$ cat config.mk
export PLATFORM = sky130hd
export DESIGN_NAME = lru_fifo_cache_replacement_unit_flat
export DESIGN_NICKNAME = d
export VERILOG_FILES = /design/src/design/lfcr_pkg.sv /design/src/design/lfcr_req_if.sv /design/src/design/lfcr_rsp_if.sv /design/src/design/lru_fifo_cache_replacement_unit.sv /design/src/design/lfcr_cell.sv /design/src/flat_wrapper.sv
export SDC_FILE = /design/constraint.sdc
export NUM_CORES = 2
export LEC_CHECK = 0
export BUFFER_PORTS_ARGS = -buffer_cell sky130_fd_sc_hd__buf_2
export CAP_MARGIN = 20
export CORE_MARGIN = 3
export CORE_UTILIZATION = 41
export CTS_CLUSTER_DIAMETER = 150
export DETAILED_ROUTE_END_ITERATION = 10
export GPL_TIMING_DRIVEN = 0
export PLACE_DENSITY_LB_ADDON = 0.2
export SYNTH_ARGS = -nofsm -noshare
export SYNTH_HDL_FRONTEND = slang
export SYNTH_SLANG_ARGS = --single-unit
export TNS_END_PERCENT = 20
$ cat constraint.sdc
create_clock -name clock -period 20.5 [get_ports clock]
set_clock_uncertainty 0.2 [all_clocks]
set_input_delay 2.05 -clock clock [delete_from_list [all_inputs] [get_ports clock]]
set_output_delay 2.05 -clock clock [all_outputs]
set_load 0.01 [all_outputs]
$ cat src/design/lfcr_pkg.sv
`timescale 1ns / 1ps
`default_nettype none
// ---------------------------------------------------------------------------
// lfcr_pkg: shared definitions of the LRU/FIFO cache replacement unit
// Sizes, register indexes, policy codes, costs, the per-cell control word
// and the key folding function.
// ---------------------------------------------------------------------------
package lfcr_pkg;

   // Cache geometry and key format.
   localparam int CAPACITY  = 16;
   localparam int KEY_BYTES = 8;
   localparam int KEY_W     = 64;
   localparam int CNT_W     = $clog2(CAPACITY + 1);
   localparam int COST_W    = 32;

   // Configuration port.
   localparam int CSR_IDX_W  = 2;
   localparam int CSR_DATA_W = 5;
   localparam int SIZE_W     = 5;

   typedef enum logic [CSR_IDX_W-1:0] {
      CSR_CACHE_SIZE = 2'd0,
      CSR_POLICY     = 2'd1
   } csr_index_type;

   typedef enum logic {
      POLICY_LRU  = 1'b0,
      POLICY_FIFO = 1'b1
   } policy_type;

   // Access costs.
   localparam logic [COST_W-1:0] HIT_COST  = COST_W'(1);
   localparam logic [COST_W-1:0] MISS_COST = COST_W'(5);

   // ASCII letter range folded to lower case.
   localparam logic [7:0] CHAR_UPPER_A = 8'h41;
   localparam logic [7:0] CHAR_UPPER_Z = 8'h5A;
   localparam logic [7:0] CASE_OFFSET  = 8'h20;

   // Control word handed to one cell of the entry chain.
   typedef struct packed {
      logic shift;  // take the key of the younger neighbor
      logic load;   // take the request key
   } cell_ctrl_type;

   // Fold upper case to lower case; the key ends at its first zero byte
   // and bytes beyond KEY_BYTES count as zero.
   function automatic logic [KEY_W-1:0] fold_key(input logic [KEY_W-1:0] raw);
      logic [KEY_W-1:0] folded;
      logic             alive;
      logic [7:0]       c;
      folded = '0;
      alive  = 1'b1;
      for (int i = 0; i < 8; i++) begin
         c = raw[8*i +: 8];
         if (c == 8'h00 || i >= KEY_BYTES) begin
            alive = 1'b0;
         end
         if (alive) begin
            if (c >= CHAR_UPPER_A && c <= CHAR_UPPER_Z) begin
               c = c + CASE_OFFSET;
            end
            folded[8*i +: 8] = c;
         end
      end
      return folded;
   endfunction

endpackage
`default_nettype wire

$ cat src/design/lfcr_req_if.sv
`timescale 1ns / 1ps
`default_nettype none
// ---------------------------------------------------------------------------
// lfcr_req_if: request channel
// Valid/ready channel carrying one request word: key and last flag.
// ---------------------------------------------------------------------------
interface lfcr_req_if;
   logic                      valid;
   logic                      ready;
   logic [lfcr_pkg::KEY_W-1:0] key;
   logic                      last_request;

   modport source (output valid, output key, output last_request, input ready);
   modport sink   (input valid, input key, input last_request, output ready);
endinterface
`default_nettype wire

$ cat src/design/lfcr_rsp_if.sv
`timescale 1ns / 1ps
`default_nettype none
// ---------------------------------------------------------------------------
// lfcr_rsp_if: response channel
// Valid/ready channel carrying one result word: hit, cost and end flag.
// ---------------------------------------------------------------------------
interface lfcr_rsp_if;
   logic                        valid;
   logic                        ready;
   logic                        hit;
   logic [lfcr_pkg::COST_W-1:0] total_time;
   logic                        sequence_end;

   modport source (output valid, output hit, output total_time, output sequence_end,
                   input ready);
   modport sink   (input valid, input hit, input total_time, input sequence_end,
                   output ready);
endinterface
`default_nettype wire

$ cat src/design/lru_fifo_cache_replacement_unit.sv
`timescale 1ns / 1ps
`default_nettype none
// ---------------------------------------------------------------------------
// lru_fifo_cache_replacement_unit: LRU/FIFO cache replacement simulator
// Looks request keys up in a fully associative cache and keeps the cost.
// ---------------------------------------------------------------------------
// Usage:
//   req_if carries one request word per handshake: a key of up to eight
//   ASCII bytes and a last flag. rsp_if returns one word per request: the
//   hit flag, the saturating running cost and the echoed last flag.
//   Each request is resolved in the cycle it is accepted: all entry cells
//   compare in parallel and the age-ordered chain shifts by one step. The
//   result appears in the output register in the cycle after acceptance; a new
//   request is taken every cycle while results are taken (throughput one word per cycle).
//   If the receiver stalls, the result stays in the output register and a
//   new request is accepted only at the edge where that result is taken.
//   A request marked last clears the cache and the cost after its result.
//   Reset (synchronous) empties the cache, clears the cost and the output
//   valid flag, and sets cache_size to 3 and the policy to LRU; no clearing
//   pass is needed. Write csr_* only while the block is idle.
// ---------------------------------------------------------------------------
module lru_fifo_cache_replacement_unit (
   input  wire logic                           clock,
   input  wire logic                           reset,
   lfcr_req_if.sink                            req_if,
   lfcr_rsp_if.source                          rsp_if,
   input  wire logic                           csr_we,
   input  wire logic [lfcr_pkg::CSR_IDX_W-1:0]  csr_index,
   input  wire logic [lfcr_pkg::CSR_DATA_W-1:0] csr_wdata
);
   import lfcr_pkg::*;

   localparam int CMP_W = (CNT_W > SIZE_W) ? CNT_W : SIZE_W;

   // Configuration registers.
   logic [SIZE_W-1:0] cache_size_ff;
   policy_type        policy_ff;

   // Cache bookkeeping and cost.
   logic [CNT_W-1:0]  count_ff, count_in;
   logic [COST_W-1:0] cost_ff, cost_in;

   // Output register.
   logic              rsp_valid_ff;
   logic              rsp_hit_ff, rsp_hit_in;
   logic [COST_W-1:0] rsp_total_ff;
   logic              rsp_end_ff;

   logic              accept;
   logic [KEY_W-1:0]  fkey;
   logic [CNT_W-1:0]  size_eff;
   logic              size_zero;
   logic              any_match;
   logic              do_hit_shift, do_evict, do_fill;
   logic [COST_W:0]   cost_sum;

   logic [KEY_W-1:0]    cell_key  [CAPACITY];
   logic [CAPACITY-1:0] cell_match;
   logic [CAPACITY:0]   seen;
   cell_ctrl_type       cell_ctrl [CAPACITY];

   // Handshake: the output register frees up when its word is taken.
   assign req_if.ready = !rsp_valid_ff || rsp_if.ready;
   assign accept       = req_if.valid && req_if.ready;
   assign fkey         = fold_key(req_if.key);

   // Cache size above the capacity acts as the capacity.
   always_comb begin
      if (CMP_W'(cache_size_ff) > CMP_W'(CAPACITY)) begin
         size_eff = CNT_W'(CAPACITY);
      end else begin
         size_eff = CNT_W'(cache_size_ff);
      end
   end
   assign size_zero = (size_eff == '0);

   // Entry chain, oldest entry in cell 0.
   assign seen[0] = 1'b0;
   for (genvar k = 0; k < CAPACITY; k++) begin : g_cell
      logic [KEY_W-1:0] next_key;
      if (k == CAPACITY - 1) begin : g_tail
         assign next_key = fkey;
      end else begin : g_body
         assign next_key = cell_key[k+1];
      end

      // Shift towards the old end from the hit position, or all on eviction;
      // the newest occupied cell, or the first free one, takes the request.
      always_comb begin
         cell_ctrl[k].shift = accept && (CNT_W'(k + 1) < count_ff)
                              && ((do_hit_shift && seen[k+1]) || do_evict);
         cell_ctrl[k].load  = accept
                              && (((do_hit_shift || do_evict) && CNT_W'(k + 1) == count_ff)
                                  || (do_fill && CNT_W'(k) == count_ff));
      end

      lfcr_cell u_cell (
         .clock    (clock),
         .valid    (CNT_W'(k) < count_ff),
         .req_key  (fkey),
         .next_key (next_key),
         .ctrl     (cell_ctrl[k]),
         .seen_in  (seen[k]),
         .key      (cell_key[k]),
         .match    (cell_match[k]),
         .seen_out (seen[k+1])
      );
   end

   // Hit or miss, and what the cache does about it.
   assign any_match    = seen[CAPACITY];
   assign rsp_hit_in   = !size_zero && any_match;
   assign do_hit_shift = rsp_hit_in && (policy_ff == POLICY_LRU);
   assign do_fill      = !size_zero && !any_match && (count_ff < size_eff);
   assign do_evict     = !size_zero && !any_match && (count_ff >= size_eff)
                         && (count_ff != '0);

   // Saturating running cost.
   assign cost_sum = {1'b0, cost_ff} + {1'b0, (rsp_hit_in ? HIT_COST : MISS_COST)};
   always_comb begin
      cost_in = cost_sum[COST_W] ? '1 : cost_sum[COST_W-1:0];
   end

   // Entry count: grows on fill, clears at the end of a sequence.
   always_comb begin
      count_in = count_ff;
      if (do_fill) begin
         count_in = count_ff + CNT_W'(1);
      end
      if (req_if.last_request) begin
         count_in = '0;
      end
   end

   // Control state.
   always_ff @(posedge clock) begin
      if (reset) begin
         count_ff     <= '0;
         cost_ff      <= '0;
         rsp_valid_ff <= 1'b0;
      end else begin
         if (accept) begin
            count_ff <= count_in;
            cost_ff  <= req_if.last_request ? '0 : cost_in;
         end
         if (accept) begin
            rsp_valid_ff <= 1'b1;
         end else if (rsp_if.ready) begin
            rsp_valid_ff <= 1'b0;
         end
      end
   end

   // Configuration writes.
   always_ff @(posedge clock) begin
      if (reset) begin
         cache_size_ff <= SIZE_W'(3);
         policy_ff     <= POLICY_LRU;
      end else if (csr_we) begin
         case (csr_index)
            CSR_CACHE_SIZE: cache_size_ff <= csr_wdata[SIZE_W-1:0];
            CSR_POLICY:     policy_ff     <= policy_type'(csr_wdata[0]);
            default:        ;
         endcase
      end
   end

   // Result payload.
   always_ff @(posedge clock) begin
      if (accept) begin
         rsp_hit_ff   <= rsp_hit_in;
         rsp_total_ff <= cost_in;
         rsp_end_ff   <= req_if.last_request;
      end
   end

   assign rsp_if.valid        = rsp_valid_ff;
   assign rsp_if.hit          = rsp_hit_ff;
   assign rsp_if.total_time   = rsp_total_ff;
   assign rsp_if.sequence_end = rsp_end_ff;

`ifndef SYNTHESIS
   // The cache never holds more entries than it has cells.
   a_count_bound : assert property (@(posedge clock) disable iff (reset)
      count_ff <= CNT_W'(CAPACITY))
      else $error("entry count exceeds capacity");

   // Keys in the cache are unique, so at most one cell matches.
   a_single_match : assert property (@(posedge clock) disable iff (reset)
      $onehot0(cell_match))
      else $error("more than one cell matches the request");

   // A request marked last leaves an empty cache and zero cost.
   a_sequence_clear : assert property (@(posedge clock) disable iff (reset)
      accept && req_if.last_request |=> count_ff == '0 && cost_ff == '0)
      else $error("state not cleared after the last request");

   // Every delivered word carries at least the cost of one access.
   a_cost_nonzero : assert property (@(posedge clock) disable iff (reset)
      rsp_valid_ff |-> rsp_total_ff != '0)
      else $error("result word with zero cost");
`endif

endmodule
`default_nettype wire

$ cat src/design/lfcr_cell.sv
`timescale 1ns / 1ps
`default_nettype none
// ---------------------------------------------------------------------------
// lfcr_cell: one entry of the age-ordered cache chain
// Holds one key, compares it with the request and shifts or loads on command.
// ---------------------------------------------------------------------------
module lfcr_cell (
   input  wire logic                        clock,
   input  wire logic                        valid,
   input  wire logic [lfcr_pkg::KEY_W-1:0]  req_key,
   input  wire logic [lfcr_pkg::KEY_W-1:0]  next_key,
   input  wire lfcr_pkg::cell_ctrl_type     ctrl,
   input  wire logic                        seen_in,
   output logic      [lfcr_pkg::KEY_W-1:0]  key,
   output logic                             match,
   output logic                             seen_out
);
   import lfcr_pkg::*;

   logic [KEY_W-1:0] key_ff;
   logic [KEY_W-1:0] key_in;

   // Compare only an occupied entry; pass on whether this or any older one matched.
   assign match    = valid && (key_ff == req_key);
   assign seen_out = seen_in || match;
   assign key      = key_ff;

   // Load the request key, or take over the younger neighbor's key.
   always_comb begin
      key_in = key_ff;
      if (ctrl.load) begin
         key_in = req_key;
      end else if (ctrl.shift) begin
         key_in = next_key;
      end
   end

   always_ff @(posedge clock) begin
      key_ff <= key_in;
   end

endmodule
`default_nettype wire
$ cat src/flat_wrapper.sv
// flat-port wrapper written by rule: the top's interface ports become plain ports
module lru_fifo_cache_replacement_unit_flat import lfcr_pkg::*;
  (clock, reset, csr_we, csr_index, csr_wdata, req_if_valid, req_if_key, req_if_last_request, req_if_ready, rsp_if_valid, rsp_if_hit, rsp_if_total_time, rsp_if_sequence_end, rsp_if_ready);
  lfcr_req_if req_if_i ();
  lfcr_rsp_if rsp_if_i ();
  input  wire logic clock;
  input  wire logic reset;
  input  wire logic csr_we;
  input  wire logic [lfcr_pkg::CSR_IDX_W-1:0] csr_index;
  input  wire logic [lfcr_pkg::CSR_DATA_W-1:0] csr_wdata;
  input wire logic [$bits(req_if_i.valid)-1:0] req_if_valid;
  input wire logic [$bits(req_if_i.key)-1:0] req_if_key;
  input wire logic [$bits(req_if_i.last_request)-1:0] req_if_last_request;
  output wire logic [$bits(req_if_i.ready)-1:0] req_if_ready;
  output wire logic [$bits(rsp_if_i.valid)-1:0] rsp_if_valid;
  output wire logic [$bits(rsp_if_i.hit)-1:0] rsp_if_hit;
  output wire logic [$bits(rsp_if_i.total_time)-1:0] rsp_if_total_time;
  output wire logic [$bits(rsp_if_i.sequence_end)-1:0] rsp_if_sequence_end;
  input wire logic [$bits(rsp_if_i.ready)-1:0] rsp_if_ready;
  assign req_if_i.valid = req_if_valid;
  assign req_if_i.key = req_if_key;
  assign req_if_i.last_request = req_if_last_request;
  assign req_if_ready = req_if_i.ready;
  assign rsp_if_valid = rsp_if_i.valid;
  assign rsp_if_hit = rsp_if_i.hit;
  assign rsp_if_total_time = rsp_if_i.total_time;
  assign rsp_if_sequence_end = rsp_if_i.sequence_end;
  assign rsp_if_i.ready = rsp_if_ready;
  lru_fifo_cache_replacement_unit u_core (.clock(clock), .reset(reset), .req_if(req_if_i), .rsp_if(rsp_if_i), .csr_we(csr_we), .csr_index(csr_index), .csr_wdata(csr_wdata));
endmodule
==> metrics.txt <==
post-synth top area cell=edfxtp_1; slowest cell delay on critical path=roughly 1000 ps; fmax=around 0.062 GHz; GRT Total Usage=around half; final cycle utilization of the critical path=78.2%; Final Setup Violations=0; Vias per Instance=roughly 7; count of cell types in the netlist=101; Die Y=404 um; clk_lat worst skew=about 820 ps; Max Cap Viol=0; critical setup path kind=in2reg; DRC Markers=0; top-count cell post-synth=edfxtp_1; delay-heaviest family, CP=simple AND/OR/NAND/NOR gates; row cnt=roughly 150; total gr overflow=0; DR iter-0 viols=10000; Post-synth top cells=edfxtp_1 (1058), mux2_2 (724), xnor2_1 (507); worst-path fanout max=10; Worst setup SP type=primary input; post-synthesis sequential area ratio=roughly half; clock sink count=1102; post-synth top area share=between 40% and 50%; RSZ-0062 raised after global routing=no; top post-synthesis cells by area=edfxtp_1 (49%), mux2_2 (13%), xnor2_1 (6.8%); I/O pin count=113; first-pass GRT wire length=approximately 520000 um; Final Hold Viols=0; DRT Pass-1 Iters=8; number of global-route vias before repair=51200; Max IR drop VDD=92.0 uV; Total Routed Length=just over 400000 um; Die Width=404 um; Lkg Pwr=roughly 24 nW; Sequential Area=approximately 33000 um^2; fin area=75000 um^2; setup bufs post-CTS=0; min-delay worst type=reg2reg; Critical Path AT=about 16000 ps; clk slew on worst S/H paths=approximately 60 ps; filler cell count=approximately 14000; DP Wirelength=around 320000 um; drt wl/cell=50.8 um; Hold Buf Count CTS=0; setup TNS=0 ps; number of port buffers=90; Synth Register Bits=roughly 1100; Tmin final=between 15000 and 20000 ps; Critical path buffers and inverters=13; Starting Density=41.5%; Post-DRT Antenna Nets=0; layout cells sized above 1=23.6%; CP max stage cell=nor3_2; Crit. End Element=flop; largest net degree at the start of global routing=41; syn_nets=5531; asr flop ratio synth=0%; Post-synth EDFFs=around 1100; most frequent cell on the critical path=clkbuf_1; GP Congestion=approximately 1.1; Final nets=5912; outcome=complete, but fails checks; Synth Flop Type=edfxtp_1; Core Region=157000 um^2; Slew HR=-1.91%; Syn Area/Cell=between 10 and 15 um^2; initial antenna violation count=65; synthesized area=about 65000 um^2; Root Buffer=clkbuf_16; total die area=about 160000 um^2; Area Overhead vs Synth=15.3%; Ys Warns=0; CTS resizes=0; clk buf depth=3; H-tree depth=4; vias post-DR=around 57000; multi-input combinational cell area=a little over 30000 um^2; Cells after Synth=5436; DP Area=between 70000 and 80000 um^2; violated checks=slew limit; power per cell area=between 70 and 80 nW/um^2; CTS tree=built; final max-slew violation count=1; Inserted Clock Buffers=136; WP data required=between 20000 and 25000 ps; Worst Tran Pin Value=about 1500 ps
==> stage by stage <==
step	instances	power, mW	hold WS [ps]	util, %	setup slack [ps]
2_1_floorplan	5436	2.81	274	-	10530
3_3_place_gp	7584	3.11	302	43.4	-3760
3_5_place_dp	7728	3.12	309	45.0	4420
4_1_cts	7969	5.47	324	47.7	5190
5_1_grt	7980	5.58	354	47.8	4670
6_report	8017	5.52	323	47.8	4480
==> placed cells by master (no fill, tap or decap), types with 41 or more instances in the layout <==
cell	instances
o21ai_0	122
nand2_1	159
o22ai_1	54
mux2_1	173
mux2i_1	73
edfxtp_1	1058
dfxtp_1	44
mux2_2	724
o32ai_1	67
nand4_1	127
inv_1	138
clkbuf_1	263
xor2_1	153
nor3_1	96
buf_1	60
buf_2	221
buf_4	61
a31oi_1	143
nor2_1	205
clkinv_1	41
xnor2_1	506
nor4_1	91
clkbuf_16	136
nand3_1	123
nor4b_1	79
a21oi_1	178
==> where the power goes <==
part	total [mW]	switching, mW	internal [mW]
Clock	2.40	1.08	1.32
Sequential	2.48	0.0166	2.46
Combinational	0.643	0.483	0.160
Total	5.52	1.58	3.94
==> worst register-to-register path: cells and delay by family (launching register included) <==
kind                       cells  cell delay, ps
AOI/OAI and AO/OA              4             870
and+or+nand+nor               19            6760
buffers and inverters          8            2390
DFF                            1             340
adders and majority gates      1             380
==> layer usage <==
layer / part of all wire, % / vias up / GRT usage (%)
met2: 41 / 4919 / 68.8
li1: - / 21800 / -
met3: 12 / 1309 / 16.9
met1: 36 / 29300 / 59.1
met5: 0.034 / - / 0
met4: 10 / 24 / 39.4
==> state kept, by name, indices dropped and copies added (netlist names) <==
signal,cells
u_core.policy_ff,1
u_core.rsp_if.total_time,32
u_core.cache_size_ff,5
u_core.rsp_if.valid,1
u_core.rsp_if.hit,1
u_core.count_ff,5
u_core.rsp_if.sequence_end,1
u_core.g_cell.u_cell.key,1024
u_core.cost_ff,32
==> cell type report <==
class	instances	share of cell area, %
timing repair buffer	243	3.62
inverter	162	0.810
buffer	437	2.52
antenna	39	0.130
multi-input combinational	3735	40.4
sequential	1102	43.5
clock buffer	175	4.78
tap	2058	3.43
clock inverter	66	0.802
==> cell families after synthesis <==
kind of cell             share of synthesized area, %
AND/OR/NAND/NOR                                  9.74
flip-flops                                       50.2
multiplexers                                     16.6
adder cells (fa/ha/maj)                         0.346
AO/OA/AOI/OAI                                    10.4
buffers and inverters                            3.82
XOR/XNOR                                         8.89
==> worst paths after layout <==
check,from,end,slack (ps),cells after the start
setup reg to reg,u_core.count_ff[4],u_core.rsp_if.total_time[29],9440,32
hold / removal,u_core.rsp_if.valid,u_core.rsp_if.valid,320,2
hold reg to reg,u_core.rsp_if.valid,u_core.rsp_if.valid,320,2
setup / recovery,req_if_key[13],u_core.rsp_if.total_time[29],4480,37
Note: power is estimated with default switching activity, not from simulation.
